`src/design/wbps_pkg.sv`:
```
// wbps_pkg: shared types and constants for the wildcard byte pattern search.
// Field widths, command and register codes, and the window control struct.
// No dependencies.
package wbps_pkg;

  localparam int OFS_W     = 12;
  localparam int START_W   = 13;
  localparam int DLEN_W    = 13;
  localparam int LEN_W     = 5;
  localparam int CMD_W     = 2;
  localparam int CFG_IDX_W = 3;
  localparam int CFG_DAT_W = 64;
  localparam int PAT_W     = 128;
  localparam int WILD_W    = 16;

  localparam logic [CMD_W-1:0] CMD_LOAD   = 2'd0;
  localparam logic [CMD_W-1:0] CMD_SEARCH = 2'd1;
  localparam logic [CMD_W-1:0] CMD_NEXT   = 2'd2;

  localparam logic [CFG_IDX_W-1:0] CFG_PAT_LO = 3'd0;
  localparam logic [CFG_IDX_W-1:0] CFG_PAT_HI = 3'd1;
  localparam logic [CFG_IDX_W-1:0] CFG_WILD   = 3'd2;
  localparam logic [CFG_IDX_W-1:0] CFG_PLEN   = 3'd3;
  localparam logic [CFG_IDX_W-1:0] CFG_DLEN   = 3'd4;

  typedef struct packed {
    logic       clear;
    logic       shift;
    logic [7:0] data;
  } win_ctrl_t;

endpackage

```
`src/design/wbps_window.sv`:
```
// wbps_window: sliding window of the most recent buffer bytes and the
// wildcard compare against the pattern. Depends on wbps_pkg.
module wbps_window #(
  parameter int PATTERN_MAX = 16
) (
  input  logic                         clk,
  input  logic                         rst_n,
  input  wbps_pkg::win_ctrl_t          ctrl,
  input  logic [wbps_pkg::LEN_W-1:0]   plen,
  input  logic [wbps_pkg::PAT_W-1:0]   pattern,
  input  logic [wbps_pkg::WILD_W-1:0]  wild,
  output logic                         hit
);

  localparam int LW = wbps_pkg::LEN_W;

  logic [7:0]    win_r   [PATTERN_MAX];
  logic [7:0]    win_nxt [PATTERN_MAX];
  logic [LW-1:0] fill_r;
  logic [LW-1:0] fill_nxt;
  logic [LW-1:0] top_idx;

  // newest byte lands at plen-1, older bytes move toward index 0
  assign top_idx = plen - LW'(1);

  always_comb begin
    for (int k = 0; k < PATTERN_MAX; k++) begin
      if (LW'(k) == top_idx) begin
        win_nxt[k] = ctrl.data;
      end else if (k < PATTERN_MAX - 1) begin
        win_nxt[k] = win_r[(k < PATTERN_MAX - 1) ? k + 1 : k];
      end else begin
        win_nxt[k] = win_r[k];
      end
    end
  end

  always_comb begin
    fill_nxt = fill_r;
    if (ctrl.clear) begin
      fill_nxt = '0;
    end else if (ctrl.shift && fill_r != LW'(PATTERN_MAX)) begin
      fill_nxt = fill_r + LW'(1);
    end
  end

  always_ff @(posedge clk) begin
    if (!rst_n) begin
      fill_r <= '0;
    end else begin
      fill_r <= fill_nxt;
    end
  end

  always_ff @(posedge clk) begin
    if (ctrl.shift && !ctrl.clear) begin
      win_r <= win_nxt;
    end
  end

  always_comb begin
    hit = (plen != '0) && (fill_r >= plen);
    for (int i = 0; i < PATTERN_MAX; i++) begin
      if (LW'(i) < plen && !wild[i] && win_r[i] != pattern[8*i +: 8]) begin
        hit = 1'b0;
      end
    end
  end

endmodule
```
`config.mk`:
```
export PLATFORM = sky130hd
export DESIGN_NAME = wbps_window
export DESIGN_NICKNAME = d
export VERILOG_FILES = /design/src/design/wbps_pkg.sv /design/src/design/wbps_window.sv
export SDC_FILE = /design/constraint.sdc
export NUM_CORES = 1
export LEC_CHECK = 0
export BUFFER_PORTS_ARGS = -buffer_cell sky130_fd_sc_hd__buf_2
export CORE_UTILIZATION = 61
export CTS_BUF_LIST = sky130_fd_sc_hd__clkbuf_4
export CTS_CLUSTER_SIZE = 24
export DETAILED_ROUTE_END_ITERATION = 16
export GPL_ROUTABILITY_DRIVEN = 0
export HOLD_SLACK_MARGIN = 0.06
export PLACE_DENSITY = 0.95
export SLEW_MARGIN = 20
export SYNTH_ARGS = -nofsm -noshare
export SYNTH_HDL_FRONTEND = slang
export SYNTH_SLANG_ARGS = --single-unit
export TNS_END_PERCENT = 30
```
`constraint.sdc`:
```
create_clock -name clk -period 13.35 [get_ports clk]
set_clock_uncertainty 0.05 [all_clocks]
set_input_delay 0 -clock clk [delete_from_list [all_inputs] [get_ports clk]]
set_output_delay 0 -clock clk [all_outputs]
set_load 0.02 [all_outputs]
```
==> metrics.yaml, run 1 <==
outcome:
  status: "completed"
clock_tree:
  clock_path_buffers: 2
  cts_sinks: 133
  clkTransAtPathRegs_ps: 130
  post_cts_resized: 0
  cts_hold_buffers: 13
  cts_setup_buffers: 0
  clockRootBuffer: "clkbuf_4"
  cts_tree: "done"
  htreeDepth: 4
  clk_latency_ps: 540
  cts_buffers: 17
detailed_routing:
  vias: 5195
  wl_per_cell_um: 21.4
  drt-total-wl_um: 18500
  drt-initial-drc-count: 335
  vias_per_cell: 6.01
  antenna_left: 0
  drc: 0
  drt_first_pass_iters: 5
final_layout:
  nNetsFinal: 871
  final.fill_count: 767
  multi_input_area_sq_mm: 0.00340
  layout_commonest_cell: "buf_2"
  drive_above_1_share_pct: 46.5
  mostFrequentLayoutCells: "buf_2 (161), edfxtp_1 (128), xor2_1 (123), mux2_2 (118), nor4_1 (29)"
  seqCellArea_sq_mm: 0.00394
  syn2layout_area_growth_pct: 18.2
  final_area_sq_mm: 0.00882
pwr:
  p_seq_share_pct: 54.4
  swShare_pct: 25.9
  p_int_mw: 0.660
  clockPowerShare_pct: 33.1
  pwr_density_cell_mw_per_mm2: 101
  pwr-share-comb_pct: 12.5
  power.leakage_nw: 3.39
  peakVddDrop_mv: 0.0680
  p_switching_mw: 0.230
setup_path:
  cp.required_ps: 13300
  critical_path_class: "reg -> out"
  cp-startpoint: "win_r[105]"
  start_kind: "register"
  arrival_ps: 2750
  r2r_cells: 7
  worst-r2r-setup-slack_ps: 11510
  r2r-start: "fill_r[0]"
  critPathCaptureType: "primary output"
  crit_path_max_fanout: 2
  rr_endpoint: "fill_r[2]"
sta:
  grt_setup_unrepaired: "no"
  final.setup.tns_ps: 0
  worstMarginPinSlew_ps: 850
  drv_slew: 0
  fmax_mhz: 358
  hold_viol_final: 0
  finalCritPeriodShare_pct: 21.0
  max_slew_margin_pct: 43.3
  finalSetupViolCount: 0
  period_needed_ps: 2800
synth:
  synth_top_family_by_area: "multiplexers"
  synth.area.top_cells: "edfxtp_1 (52%), mux2_2 (18%), xor2_1 (14%)"
  synth_top_cell_area_share_pct: 51.6
  yosys_warnings: 0
  syn_area_per_cell_sq_um: 14.2
  synth-xor-area-share_pct: 15.5
  ys_seq_elements: 133
  yosysSeqAreaShare_pct: 52.9
  synth_top_area_cell: "edfxtp_1"
  synth_adder_area_share_pct: 1.17
  synth_fp_nets: 692
  synth_compound_area_share_pct: 3.05
  netlist_instances: 524
  synth-simple-area-share_pct: 7.53
  syn-cell-area_sq_mm: 0.00746
  synthMuxAreaShare_pct: 18.3
  synth_cell_types: 42
floorplan:
  design.die.area_sq_mm: 0.0127
  io_pins: 162
  die_w_um: 113
  die_y_um: 113
  rows: 40
  core_area_sq_mm: 0.0120
  initial_core_util_pct: 62.3
global_route:
  antenna_found_initial: 1
  grtUsageMet2_pct: 51.2
  grt_pass1_wl_um: 27700
  grt_util_met1_pct: 36.1
  grt_pass1_vias: 5338
  grt_max_degree: 93
  grt_usage_pct: 29.8
  gr-total-overflow: 0
  grt.busiest_layer: "met2"
  grt_use_met3_pct: 7.13
job:
  maxCapViolCount: 0
min_path:
  worstHoldStart: "plen[0]"
  hold_depth: 3
  hold-path-endpoint: "win_r[44]"
  min_path_type: "in -> reg"
placed_design:
  dpl.hpwl_um: 13300
  placed_area_sq_mm: 0.00837
  port_buffers: 161
-- layer usage --
metal,up-vias,share of wire (%)
li1,2344,-
met1,2538,40
met2,278,51
met3,33,7.9
met4,2,1.9
met5,-,0.059
-- how the worst max path moves through the flow --
| stage | endpoint | cells after the start |
|---|---|---|
| after CTS | hit | 7 |
| after floorplan | win_r[0] | 2 |
| after global placement | win_r[86] | 3 |
| after global routing | hit | 7 |
| after detailed placement | win_r[81] | 3 |
| final | hit | 7 |
-- sequential cells by signal, indices dropped and copies added, names as in the netlist --
signal  cells
win_r     128
fill_r      5
-- power groups by stage --
stage,clock network (mW),registers (mW),logic (mW)
floorplan,0,0.492,0.0603
global route,0.313,0.485,0.119
detailed placement,0,0.493,0.107
CTS,0.298,0.484,0.111
finish,0.295,0.484,0.112
global placement,0,0.492,0.102
-- synthesized netlist by cell type (all sizes together) --
library cell / number
edfxtp: 128
nor4: 32
and4: 1
inv: 6
nand4bb: 1
a2111oi: 3
nor3b: 1
and3: 1
nor2: 11
mux2i: 1
buf: 5
ha: 7
a211oi: 6
clkbuf: 10
a21oi: 6
or3: 1
and2b: 1
nand4: 7
mux2: 120
dfxtp: 5
nor3: 4
xnor2: 9
nor2b: 1
o21ai: 2
a221oi: 7
a21o: 4
nand2b: 3
nand3: 8
xor2: 123
nand2: 10
-- critical path: stages, from the launching register on --
cell,delay (ps)
edfxtp_1,440
xor2_1,190
nor4_1,490
a221oi_1,190
a211oi_1,270
nand4_1,140
nor4_2,250
buf_2,230
-- logic make-up after synthesis --
group	count (synthesis)
DFF	133
and+or+nand+nor	82
adders and majority gates	7
AOI/OAI and AO/OA	28
buffers and inverters	21
muxes	121
xor gates and xnor gates	132
-- metrics by stage --
step                util (%)  power, mW  hold slack (ps)  setup slack, ps  instances
floorplan                  -      0.552             48.9             6650        524
global placement        69.9      0.594              295            11100        818
detailed placement      69.9      0.600              312            11000        818
CTS                     73.6      0.892             86.6            10550        863
global route            73.7      0.917              132            10390        863
finish                  73.7      0.890              131            10550        865
-- layout make-up --
cell class,instances,share of cell area [%]
Sequential cell,133,44.7
Multi-Input combinational cell,370,38.6
Timing Repair Buffer,175,10.7
Tap cell,147,2.09
Clock inverter,14,2.00
Clock buffer,18,1.53
Inverter,6,0.255
Antenna cell,2,0.0568
(Power assumes the default switching activity.)
==> inputs of run 2 (changes only) <==
Settings changed: CORE_UTILIZATION 61 to 51, PLACE_DENSITY 0.95 to 0.9.
Clock period 13.35 ns to 2.4 ns, I/O delays scaled along.
==> run 2 against run 1 <==
Against the previous run:
- the run now ends with negative setup slack left
- cell area rose by 1.4%
- first-iteration DRC count rose by 100%
- die area grew 19%
- clock power rose to 5.8 times the previous value
- critical path type unchanged
- largest power group unchanged
==> metrics.yaml, run 2 (synthesis gave the netlist of run 1 again) <==
outcome:
  status: "complete, but fails checks"
  failed_checks: "negative setup slack"
sta:
  finalSetupViolCount: 1
  worstMarginPinSlew_ps: 782
  setup_ws_ps: -465
  drv_slew: 0
  fmax_mhz: 349
  finalCritPeriodShare_pct: 119
  whs_ps: 111
  period_needed_ps: 2860
  final.setup.tns_ps: -465
  grt_setup_unrepaired: "yes"
  hold_viol_final: 0
  max_slew_margin_pct: 47.8
job:
  maxCapViolCount: 0
pwr:
  peakVddDrop_mv: 0.503
  pwr_density_cell_mw_per_mm2: 564
  power_mw: 5.05
  power.leakage_nw: 3.44
final_layout:
  final_area_sq_mm: 0.00894
  final.fill_count: 1048
  top_regs: "win_r (128), fill_r (5)"
  instances_no_fill: 902
  nNetsFinal: 876
  seqCellArea_sq_mm: 0.00394
  layout_commonest_cell: "buf_2"
  mostFrequentLayoutCells: "buf_2 (161), edfxtp_1 (128), xor2_1 (123), mux2_2 (118), nor4_1 (24)"
  largest_reg_flops: 128
  multi_input_area_sq_mm: 0.00345
  drive_above_1_share_pct: 47.5
  syn2layout_area_growth_pct: 20.0
  top_register: "win_r"
  fin_util_pct: 63.4
setup_path:
  critPathCaptureType: "primary output"
  cp.required_ps: 2350
  worst-r2r-setup-slack_ps: 490
  critPathBufInv: 2
  start_kind: "register"
  cpPeakStageDelay_ps: 460
  cp_slowest_cell: "edfxtp_1"
  r2r-start: "fill_r[0]"
  rr_endpoint: "fill_r[1]"
  path_cells: "xor2_1, nor4_2, a221oi_2, nor4_1, buf_4, nand4_1, nor4_2, buf_2"
  cp_common_cell: "nor4_2"
  r2r_cells: 7
  arrival_ps: 2810
  crit_family: "simple AND/OR/NAND/NOR gates"
  critical_path_class: "reg -> out"
  crit_path_max_fanout: 2
detailed_routing:
  drt_first_pass_iters: 5
  antenna_left: 0
  drc: 0
  vias: 5259
  drt-initial-drc-count: 680
  wl_per_cell_um: 21.1
  vias_per_cell: 5.83
  drt-total-wl_um: 19000
clock_tree:
  clock_path_buffers: 2
  clkTransAtPathRegs_ps: 110
  clk_latency_ps: 540
  cts_sinks: 133
  cts_setup_buffers: 0
  cts_buffers: 17
  cts_tree: "done"
  clockRootBuffer: "clkbuf_4"
  htreeDepth: 4
global_route:
  grt_max_degree: 65
  grt_use_met3_pct: 5.72
  grt_util_met1_pct: 31.6
  grt_usage_pct: 25.7
  antenna_found_initial: 3
  grt_pass1_vias: 5355
  gr-total-overflow: 0
  grt_pass1_wl_um: 27900
  grt.busiest_layer: "met2"
  grtUsageMet2_pct: 44.1
floorplan:
  initial_core_util_pct: 52.9
  die_w_um: 123
  core_area_sq_mm: 0.0141
  design.die.area_sq_mm: 0.0151
  die_y_um: 123
  io_pins: 162
  rows: 43
placed_design:
  dpl.hpwl_um: 13800
  dp.cells: 857
  place_ws_ps: 116
  port_buffers: 161
  placed_area_sq_mm: 0.00845
min_path:
  hold_depth: 3
  hold-path-endpoint: "win_r[1]"
  worstHoldStart: "ctrl[9]"
  min_path_type: "in -> reg"
[run 2: cell count changes in the layout (fill, tap and decap cells not counted), moves of 3 or more]
cell      change
nor4_1        -5
nor4_2        +5
inv_6         -3
buf_4         +7
clkinv_1      +3
[run 2: where the power goes]
group / internal, mW / switching, mW
Sequential: 2.64 / 0.0568
Combinational: 0.296 / 0.342
Clock: 0.918 / 0.800
[run 2: final cells by class]
| class | count | area share [%] |
|---|---|---|
| antenna | 2 | 0.0560 |
| inverter | 6 | 0.252 |
| clock inverter | 13 | 2.10 |
| tap | 180 | 2.52 |
| multi-input combinational | 370 | 38.5 |
| clock buffer | 18 | 1.51 |
| timing repair buffer | 180 | 10.9 |
| sequential | 133 | 44.1 |
[run 2: how the worst max path moves through the flow]
stage / startpoint / end / cells past startpoint
after floorplan: ctrl[8] / win_r[0] / 2
after global placement: win_r[46] / hit / 8
after detailed placement: win_r[54] / hit / 9
after CTS: win_r[90] / hit / 8
after global routing: win_r[90] / hit / 8
final: win_r[90] / hit / 8
[run 2: tightest hold or removal path, cell delays in order]
cell	delay [ps]
buf_2	110
nor2b_4	50
and4_1	330
[run 2: what timing repair did]
| item | CTS | global route |
|---|---|---|
| setup endpoints to repair | 1 | 1 |
| pin swaps | 0 | 2 |
| hold endpoints to repair | 67 | 0 |
| hold buffers | 12 | 0 |
| resized for setup | 2 | 5 |
[run 2: per-layer routing]
layer  up-vias  routed length, um
li1       2365                  -
met1      2580               7640
met2       277               9420
met3        35               1470
met4         2                461
met5         -                 13
